## config.mk

```make
export PLATFORM = sky130hd
export DESIGN_NAME = ordered_list_deque_engine
export DESIGN_NICKNAME = d
export VERILOG_FILES = /design/src/rtl/core/oldq_pkg.sv /design/src/rtl/core/oldq_cell.sv /design/src/rtl/core/ordered_list_deque_engine.sv
export VERILOG_INCLUDE_DIRS = /design/src /design/src/rtl/core
export SDC_FILE = /design/constraint.sdc
export NUM_CORES = 2
export LEC_CHECK = 0
export CORE_MARGIN = 10
export CORE_UTILIZATION = 60
export CTS_CLUSTER_DIAMETER = 50
export DETAILED_ROUTE_END_ITERATION = 16
export DONT_BUFFER_PORTS = 1
export PLACE_DENSITY = 0.76
export SLEW_MARGIN = 40
export SYNTH_ARGS = -nofsm -noshare
export SYNTH_HDL_FRONTEND = slang
export SYNTH_HIERARCHICAL = 1
export SYNTH_SLANG_ARGS = --single-unit
```

## constraint.sdc

```tcl
create_clock -name clk -period 11.12 [get_ports clk]
set_input_delay 0.556 -clock clk [delete_from_list [all_inputs] [get_ports clk]]
set_output_delay 0.556 -clock clk [all_outputs]
set_load 0.01 [all_outputs]
```

## src/rtl/core/ordered_list_deque_engine_macros.svh

```systemverilog
// Assertion macros shared by the ordered list deque engine.
`ifndef ORDERED_LIST_DEQUE_ENGINE_MACROS_SVH
`define ORDERED_LIST_DEQUE_ENGINE_MACROS_SVH

`ifndef SYNTHESIS
// A property that must hold at every clock edge outside reset.
`define OLDQ_ASSERT(lbl, clk, rstn, prop) \
  lbl: assert property (@(posedge clk) disable iff (!rstn) prop) \
    else $error("oldq assertion failed");
// An antecedent that forces a consequent on the following edge.
`define OLDQ_ASSERT_NEXT(lbl, clk, rstn, ante, cons) \
  `OLDQ_ASSERT(lbl, clk, rstn, (ante) |=> (cons))
`else
`define OLDQ_ASSERT(lbl, clk, rstn, prop)
`define OLDQ_ASSERT_NEXT(lbl, clk, rstn, ante, cons)
`endif

`endif

```

## src/rtl/core/oldq_pkg.sv

```systemverilog
`default_nettype none

package oldq_pkg;

  // Default list capacity.
  localparam int CAPACITY_DEF = 16;

  // Field widths.
  localparam int VAL_W = 32;
  localparam int CMD_W = 3;
  localparam int ST_W  = 2;
  localparam int OCC_W = 5;

  // Command codes.
  localparam logic [CMD_W-1:0] CMD_INS_HEAD = 3'd0;
  localparam logic [CMD_W-1:0] CMD_INS_TAIL = 3'd1;
  localparam logic [CMD_W-1:0] CMD_REMOVE   = 3'd2;
  localparam logic [CMD_W-1:0] CMD_CLEAR    = 3'd3;
  localparam logic [CMD_W-1:0] CMD_DUMP     = 3'd4;

  // Status codes.
  localparam logic [ST_W-1:0] ST_OK       = 2'd0;
  localparam logic [ST_W-1:0] ST_FULL     = 2'd1;
  localparam logic [ST_W-1:0] ST_NOTFOUND = 2'd2;
  localparam logic [ST_W-1:0] ST_EMPTY    = 2'd3;

  typedef logic signed [VAL_W-1:0] word_t;

  // Operation broadcast to every cell of the chain.
  typedef struct packed {
    logic ins_head;
    logic ins_tail;
    logic remove;
    logic clear;
    logic rotate;
  } cell_ctl_t;

endpackage

`default_nettype wire

```

## src/rtl/core/oldq_cell.sv

```systemverilog
`default_nettype none

module oldq_cell
  import oldq_pkg::*;
(
  input  wire logic      clk,
  input  wire logic      rst_n,
  input  wire cell_ctl_t ctl,
  input  wire word_t     in_value,
  input  wire word_t     left_data,
  input  wire logic      left_valid,
  input  wire word_t     right_data,
  input  wire logic      right_valid,
  input  wire word_t     head_data,
  input  wire logic      hit_in,
  output word_t          data_out,
  output logic           valid_out,
  output logic           hit_out
);

  word_t data_r;
  word_t data_nxt;
  logic  valid_r;
  logic  valid_nxt;
  logic  match;
  logic  take_right;

  // Compare against the search value; the hit ripples towards the tail.
  assign match      = valid_r && (data_r == in_value);
  assign hit_out    = hit_in | match;
  assign take_right = hit_in | match;

  // Next contents of this cell for the operation in flight.
  always_comb begin
    data_nxt  = data_r;
    valid_nxt = valid_r;
    if (ctl.clear) begin
      valid_nxt = 1'b0;
    end else if (ctl.ins_head) begin
      data_nxt  = left_data;
      valid_nxt = valid_r | left_valid;
    end else if (ctl.ins_tail) begin
      if (!valid_r && left_valid) begin
        data_nxt = in_value;
      end
      valid_nxt = valid_r | left_valid;
    end else if (ctl.remove) begin
      if (take_right) begin
        data_nxt = right_data;
      end
      valid_nxt = right_valid;
    end else if (ctl.rotate) begin
      data_nxt = right_valid ? right_data : head_data;
    end
  end

  always_ff @(posedge clk) begin
    data_r <= data_nxt;
    if (!rst_n) begin
      valid_r <= 1'b0;
    end else begin
      valid_r <= valid_nxt;
    end
  end

  assign data_out  = data_r;
  assign valid_out = valid_r;

endmodule

`default_nettype wire

```

## src/rtl/core/ordered_list_deque_engine.sv

```systemverilog
`default_nettype none

// Ordered list of up to CAPACITY signed 32-bit values held in a row of
// cells, head in cell 0. Insert at head, insert at tail, remove of the first
// match from the head, and clear each give one result, so such transactions
// flow at one per cycle while results are taken. A dump emits the entries
// from the head, one result each: the chain rotates by one cell each cycle
// in which the output register is free, and the head cell feeds the output;
// the list is back in its original order when the dump ends. No new
// input is taken while a dump runs. No clearing pass is needed after reset.

`include "ordered_list_deque_engine_macros.svh"

module ordered_list_deque_engine
  import oldq_pkg::*;
#(
  parameter int CAPACITY = CAPACITY_DEF
) (
  input  wire logic              clk,
  input  wire logic              rst_n,
  input  wire logic              in_valid,
  output logic                   in_stall,
  input  wire logic [CMD_W-1:0]  in_cmd,
  input  wire word_t             in_value,
  output logic                   out_valid,
  input  wire logic              out_stall,
  output logic [ST_W-1:0]        out_status,
  output word_t                  out_item,
  output logic                   out_last,
  output logic [OCC_W-1:0]       out_occupancy
);

  localparam int CNT_W = $clog2(CAPACITY + 1);

  cell_ctl_t           ctl;
  word_t               cell_data  [CAPACITY];
  logic [CAPACITY-1:0] valid_vec;
  logic [CAPACITY:0]   hit;

  logic [CNT_W-1:0]    count_r;
  logic [CNT_W-1:0]    count_nxt;
  logic [CNT_W-1:0]    dump_left_r;
  logic [CNT_W-1:0]    dump_left_nxt;

  logic                out_valid_r;
  logic                out_valid_nxt;
  logic [ST_W-1:0]     out_status_r;
  logic [ST_W-1:0]     out_status_nxt;
  word_t               out_item_r;
  word_t               out_item_nxt;
  logic                out_last_r;
  logic                out_last_nxt;
  logic [OCC_W-1:0]    out_occ_r;

  logic busy;
  logic out_free;
  logic accept;
  logic full;
  logic found;
  logic load;

  // Handshake: a dump run or a stalled output holds off new transactions.
  assign busy     = (dump_left_r != '0);
  assign out_free = !out_valid_r || !out_stall;
  assign in_stall = busy || (out_valid_r && out_stall);
  assign accept   = in_valid && !in_stall;
  assign full     = (count_r == CNT_W'(CAPACITY));
  assign found    = hit[CAPACITY];

  // The chain of cells.
  assign hit[0] = 1'b0;
  for (genvar i = 0; i < CAPACITY; i++) begin : g_cell
    oldq_cell u_cell (
      .clk         (clk),
      .rst_n       (rst_n),
      .ctl         (ctl),
      .in_value    (in_value),
      .left_data   ((i == 0) ? in_value : cell_data[(i == 0) ? 0 : i - 1]),
      .left_valid  ((i == 0) ? 1'b1 : valid_vec[(i == 0) ? 0 : i - 1]),
      .right_data  ((i == CAPACITY - 1) ? cell_data[0]
                                        : cell_data[(i == CAPACITY - 1) ? i : i + 1]),
      .right_valid ((i == CAPACITY - 1) ? 1'b0
                                        : valid_vec[(i == CAPACITY - 1) ? i : i + 1]),
      .head_data   (cell_data[0]),
      .hit_in      (hit[i]),
      .data_out    (cell_data[i]),
      .valid_out   (valid_vec[i]),
      .hit_out     (hit[i + 1])
    );
  end

  // Command decode and result formation.
  always_comb begin
    ctl            = '0;
    count_nxt      = count_r;
    dump_left_nxt  = dump_left_r;
    load           = 1'b0;
    out_status_nxt = ST_OK;
    out_item_nxt   = '0;
    out_last_nxt   = 1'b1;
    if (busy) begin
      if (out_free) begin
        ctl.rotate    = 1'b1;
        load          = 1'b1;
        out_item_nxt  = cell_data[0];
        out_last_nxt  = (dump_left_r == CNT_W'(1));
        dump_left_nxt = dump_left_r - 1'b1;
      end
    end else if (accept) begin
      unique case (in_cmd) inside
        CMD_INS_HEAD, CMD_INS_TAIL: begin
          load = 1'b1;
          if (full) begin
            out_status_nxt = ST_FULL;
          end else begin
            ctl.ins_head = (in_cmd == CMD_INS_HEAD);
            ctl.ins_tail = (in_cmd == CMD_INS_TAIL);
            count_nxt    = count_r + 1'b1;
          end
        end
        CMD_REMOVE: begin
          load = 1'b1;
          if (found) begin
            ctl.remove = 1'b1;
            count_nxt  = count_r - 1'b1;
          end else begin
            out_status_nxt = ST_NOTFOUND;
          end
        end
        CMD_CLEAR: begin
          load      = 1'b1;
          ctl.clear = 1'b1;
          count_nxt = '0;
        end
        CMD_DUMP: begin
          if (count_r == '0) begin
            load           = 1'b1;
            out_status_nxt = ST_EMPTY;
          end else begin
            dump_left_nxt = count_r;
          end
        end
        default: begin
        end
      endcase
    end
  end

  // Output register stays loaded until the receiver takes it.
  always_comb begin
    if (load) begin
      out_valid_nxt = 1'b1;
    end else if (out_free) begin
      out_valid_nxt = 1'b0;
    end else begin
      out_valid_nxt = out_valid_r;
    end
  end

  always_ff @(posedge clk) begin
    if (load) begin
      out_status_r <= out_status_nxt;
      out_item_r   <= out_item_nxt;
      out_last_r   <= out_last_nxt;
      out_occ_r    <= OCC_W'(count_nxt);
    end
    if (!rst_n) begin
      count_r     <= '0;
      dump_left_r <= '0;
      out_valid_r <= 1'b0;
    end else begin
      count_r     <= count_nxt;
      dump_left_r <= dump_left_nxt;
      out_valid_r <= out_valid_nxt;
    end
  end

  assign out_valid     = out_valid_r;
  assign out_status    = out_status_r;
  assign out_item      = out_item_r;
  assign out_last      = out_last_r;
  assign out_occupancy = out_occ_r;

  // The occupied cells form one run from the head that matches the count.
  `OLDQ_ASSERT(a_count_matches_cells, clk, rst_n, $countones(valid_vec) == count_r)
  `OLDQ_ASSERT(a_cells_packed, clk, rst_n, (valid_vec & (valid_vec + 1'b1)) == '0)
  `OLDQ_ASSERT(a_count_in_range, clk, rst_n, count_r <= CNT_W'(CAPACITY))
  `OLDQ_ASSERT_NEXT(a_dump_keeps_count, clk, rst_n, busy, $stable(count_r))
  `OLDQ_ASSERT(a_non_last_in_dump, clk, rst_n, (out_valid_r && !out_last_r) |-> busy)

endmodule

`default_nettype wire
```

; Word-level counts from Yosys, hierarchy flattened
; Index checks and enable logic that the tools add are counted.
[classes]
add_sub_neg = 3
n_bitwise = 33
n_eq_ne = 56
n_reduce_logical = 84
n_mux = 188
[op_table]
columns = op, count
row1 = $mux 32, 111
row2 = $eq 32x32->1, 16
row3 = $ne 4x1->1 const B, 16
row4 = $reduce_and 4->1, 16
row5 = $mux 1, 59
row6 = $mux 5, 9
row7 = $ne 3x1->1 const B, 15
row8 = $logic_and 1x1->1, 33
row9 = $or 1x1->1, 30
row10 = $logic_not 1->1, 18
row11 = $pmux 5 s3, 1
row12 = $sub 5x1->5 const B, 2
row13 = $mux 2, 4
row14 = $mux 4, 2
row15 = $reduce_bool 4->1, 2
row16 = $eq 3x2->1 const B, 2
row17 = $pmux 2 s3, 1
row18 = $reduce_bool 2->1, 3
row19 = $reduce_or 2->1, 3
row20 = $add 5x1->5 const B, 1
row21 = $eq 5x1->1 const B, 1
row22 = $eq 5x5->1 const B, 1
row23 = $logic_not 5->1, 1
row24 = $reduce_and 5->1, 1
row25 = other kinds (13), 16
[word_totals]
reg_bits = 579
inputBits = 39
wordCells = 403
out_inout_bits = 42

; Depth between registers and ports, before layout
[logic_depth]
word_depth = 24
depth_mapped = 30
ltp_nobuf = 28

; By module
; Netlist, hierarchy kept.
[modules_own_cells]
columns = module, area_per_inst_um2, cells_per_inst, seq_area_each_um2, instances
row1 = oldq_cell, 2402.3, 307, 980.9, 16
row2 = ordered_list_deque_engine, 2428.6, 209, 1421.4, 1

; Least setup slack after synthesis
; Ideal clock, no wire load.
[synth_timing]
kind = register to register
from = register g_cell[0].u_cell.data_r[21]
to = register g_cell[0].u_cell.data_r[0], enable pin
synth_period_minus_slack_ns = 6.507
stages_incl_launch_ff = 28
required_ns = 10.729
path_buffers = 2
t_arrival_ns = 6.116
path_slack_ns = 4.613
setup_time_ns = 0.391
cell_sequence = edfxtp_1 > xor2_1 > nor4_1 > nand4_1 > nor3_2 > or2_1 > or2_1 > or2_1 > or2_1 > or2_1 > or2_1 > or2_1 > or2_1 > or2_1 > or2_1 > or2_1 > or2_1 > or2_1 > or2_1 > or2_1 > or2_1 > nor4bb_1 > inv_1 > nor2_1 > buf_2 > buf_2 > nand3b_1 > o21a_1
[synth_rtl]
columns = element, line
row1 = "start, declared", oldq_cell.sv:21  ; word_t data_r;
row2 = "start signal, assigned", oldq_cell.sv:58  ; data_r <= data_nxt;

==> summary.md <==
| Metric | Value |
|---|---|
| Worst-margin pin slew | 0.844 ns |
| Clock buffer count from CTS | 79 |
| Worst-path fanout max | 162 |
| CTS root buf | clkbuf_16 |
| DR DRC count | 0 |
| Final min period | 8.33 ns |
| Final Core Density | 0.654 |
| Final Power | 5.60 mW |
| Total leakage power | approximately 15 nW |
| Post-synthesis cell count | 5121 |
| Synth unique cells | 57 |
| Clock Path Buffers | 3 |
| Final period utilization | 0.749 |
| CTS tree | done |
| Most common cell after layout, fill and taps aside | nand2_1 |
| Final nets | 4958 |
| Worst vdd ir | 112 uV |
| Die Ht | 281 um |
| Hold WC Path Type | primary input to register |
| Max_slew headroom | 0.437 |
| Worst reg2reg startpoint | g_cell[0].u_cell/data_out[21] |
| R2R Path End | g_cell[13].u_cell/data_out[0] |
| Largest net degree at the start of global routing | around 230 |
| Leading area contributor after synthesis | edfxtp_1 |
| Reg2reg path depth | 33 |
| Fill cells | between 5k and 6k |
| Compound-gate portion of the synthesized area | 0.269 |
| Number of DRC markers in iteration 0 | 5761 |
| CORE AREA | 67400 um2 |
| GRT overflow | 0 |
| Async S/R FF share, synth | 0 |
| Post-CTS Setup Repair Bufs | 0 |
| Wire length of the first global-routing pass | 204 mm |
| Io pins | 81 |
| Post-CTS sizing | 0 |
| Worst setup EP type | register |
| Max incr delay on CP | 0.68 ns |
| Layout cells sized above 1 | 0.0557 |
| Worst hold start | rst_n |
| Clock sinks | 579 |
| Worst Clk Skew | around 0.023 ns |
| TritonRoute pass-1 iters | 8 |
| Die area | 78900 um2 |
| Path type of the worst setup path | register to register |
| Syn_area_per_cell | 7.98 um2 |
| Antenna-violating nets left | 0 |
| Detailed Route WL | 131 mm |
| Multiplexer area fraction after synthesis | 0.00101 |
| Routed vias | 38.2k |
| Die X | between 200 and 300 um |
| Top post-synthesis cells by area | edfxtp_1 (41%), a21oi_1 (13%), xor2_1 (11%), nand2_1 (9.5%), o21ai_1 (6.9%) |
| Vias in the first global route | 34.8k |
| Run status | finished clean |
| Site row count | 95 |
| Total GRT Usage | 0.320 |
| Hold slack final | 0.0466 ns |
| Via/cell ratio | 6.53 |
| Cell area after synthesis | about 41000 um2 |
| Clk slew on worst S/H paths | 0.06 ns |
| RSZ-0062 raised after global routing | no |
| Ys Warns | 6 |
| Most used flip-flop cell after synthesis | edfxtp_1 |
| Hold Path Stages | 1 |
| Synthesized flop and latch total | 579 |
| Final Max Tran Viols | 0 |
| Register area share after synthesis | 0.419 |
| Fin. Hold Viols | 0 |
| Final setup violation count | 0 |
| Most frequent cells in the layout | nand2_1 (1033), a21oi_1 (1030), o21ai_1 (560) |
| Worst path most repeated cell | or2_1 |
| Share of the synthesized area in the top cell type | 0.406 |
| Xor/xnor share of the synthesized area | 0.110 |
| FMAX | approximately 120 MHz |
| GPL Wtd Cong | 0.892 |
| Post-synthesis simple-gate area fraction | 0.153 |
| Initial Utilization | 0.606 |
| Post-DP HPWL | 83.4 mm |
| CP arrival | 8.79 ns |
| Hold Path End | dump_left_r[3] |
| Register area | 17100 um2 |
| Max_cap viols | 0 |
| Hold buffer count at CTS | 0 |
| Post-synth EDFFs | 552 |
| Worst-skew pair later-pin latency | 0.63 ns |
| Area grow syn2layout | 7.79% |
| Pwr/cell area | 127 nW/um2 |
| DP Cell Count | 5696 |
| Multi-input gate area | 22000 um2 |
| Worst EP required | 11.58 ns |
| H-tree lvl count | 3 |
| Total negative slack | 0 ns |
| Crit-path slowest cell | edfxtp_1 |
| Setup crit start kind | register |
| IO buf count | 0 |
| Finished Layout Cells | 5851 |
| Reg-to-reg slack, setup | 2.79 ns |
| Largest family of logic cells by synthesized area | compound AO/OA/AOI/OAI gates |
| Synth Area in Adders | 0.00153 |
| Wire per inst | 22.3 um |
| Initial antenna violation count | 2 |
==> layer usage <==
layer | track usage | up-vias | wire length [um]
li1 | - | 17921 | -
met1 | 0.432 | 17510 | 50900
met2 | 0.498 | 2456 | 59200
met3 | 0.0576 | 318 | 14800
met4 | 0.141 | 0 | 5680
met5 | 0 | - | 0
==> final cells by class <==
cell class / count / share of cell area
repair buffers: 101 / 0.0238
clock buffers: 93 / 0.0485
diodes: 2 / 0.000114
well taps: 873 / 0.0248
flip-flops and latches: 579 / 0.389
inverters: 43 / 0.00366
clock inverters: 50 / 0.0106
multi-input cells: 4110 / 0.500
==> how the worst max path moves through the flow <==
stage                                   from                             end  cells after the start
2_1_floorplan  g_cell[0].u_cell/data_out[21]    g_cell[0].u_cell/data_out[0]                     27
3_3_place_gp   g_cell[0].u_cell/data_out[21]  g_cell[11].u_cell/data_out[26]                     30
3_5_place_dp   g_cell[0].u_cell/data_out[31]   g_cell[1].u_cell/data_out[31]                     31
4_1_cts         g_cell[0].u_cell/data_out[7]   g_cell[1].u_cell/data_out[31]                     31
5_1_grt        g_cell[0].u_cell/data_out[21]  g_cell[13].u_cell/data_out[19]                     33
6_report       g_cell[0].u_cell/data_out[21]   g_cell[13].u_cell/data_out[0]                     33
==> worst max-delay path: cells and delay by family, from the launching register on <==
family	cells	cell delay [ns]
AOI/OAI and AO/OA	3	0.36
xor gates and xnor gates	1	0.18
buffers and inverters	6	1.57
DFF	1	0.68
and+or+nand+nor	23	5.12
==> cell families after synthesis <==
| family | Yosys count |
|---|---|
| buf+inv | 441 |
| xor+xnor | 515 |
| compound gates | 2161 |
| fa+ha+maj | 5 |
| simple gates | 1414 |
| flops | 579 |
| mux | 4 |
| other cells | 2 |
==> synth_stat cells (all sizes together) (2+ instances only) <==
| library cell | instances |
|---|---|
| nand2 | 1033 |
| ha | 5 |
| dfxtp | 27 |
| inv | 43 |
| nor4b | 3 |
| a21oi | 1030 |
| or2 | 16 |
| xnor2 | 18 |
| edfxtp | 552 |
| nor3 | 52 |
| xor2 | 497 |
| nor2 | 41 |
| nor3b | 19 |
| nor4 | 129 |
| or4b | 3 |
| a211oi | 16 |
| clkbuf | 235 |
| o22ai | 2 |
| nand3 | 40 |
| and3 | 36 |
| conb | 2 |
| a21boi | 2 |
| a22oi | 16 |
| a31oi | 18 |
| o21ai | 1049 |
| o2111ai | 2 |
| mux2i | 3 |
| o21a | 17 |
| nand3b | 17 |
| nand4 | 19 |
| buf | 163 |
| and2 | 2 |
==> power breakdown <==
part	switching [mW]	internal (mW)
clock	1.02	1.54
sequential	0.0621	2.48
combinational	0.310	0.194
total	1.39	4.21
==> stage by stage <==
step,instance area (um2),setup slack (ns)
after floorplan,40900,4.61
after global placement,41100,2.91
final,44000,2.79
after global routing,44000,2.39
after CTS,43900,2.87
after detailed placement,41300,2.93
==> sequential cells by signal (all words and copies together) (netlist names) <==
name and cells:
out_last 1, count_r 5, g_cell.u_cell/data_out 512, out_item 32
out_valid 1, g_cell.u_cell/valid_out 16, dump_left_r 5, out_status 2
out_occupancy 5
Power figures use the tool's default switching activity.
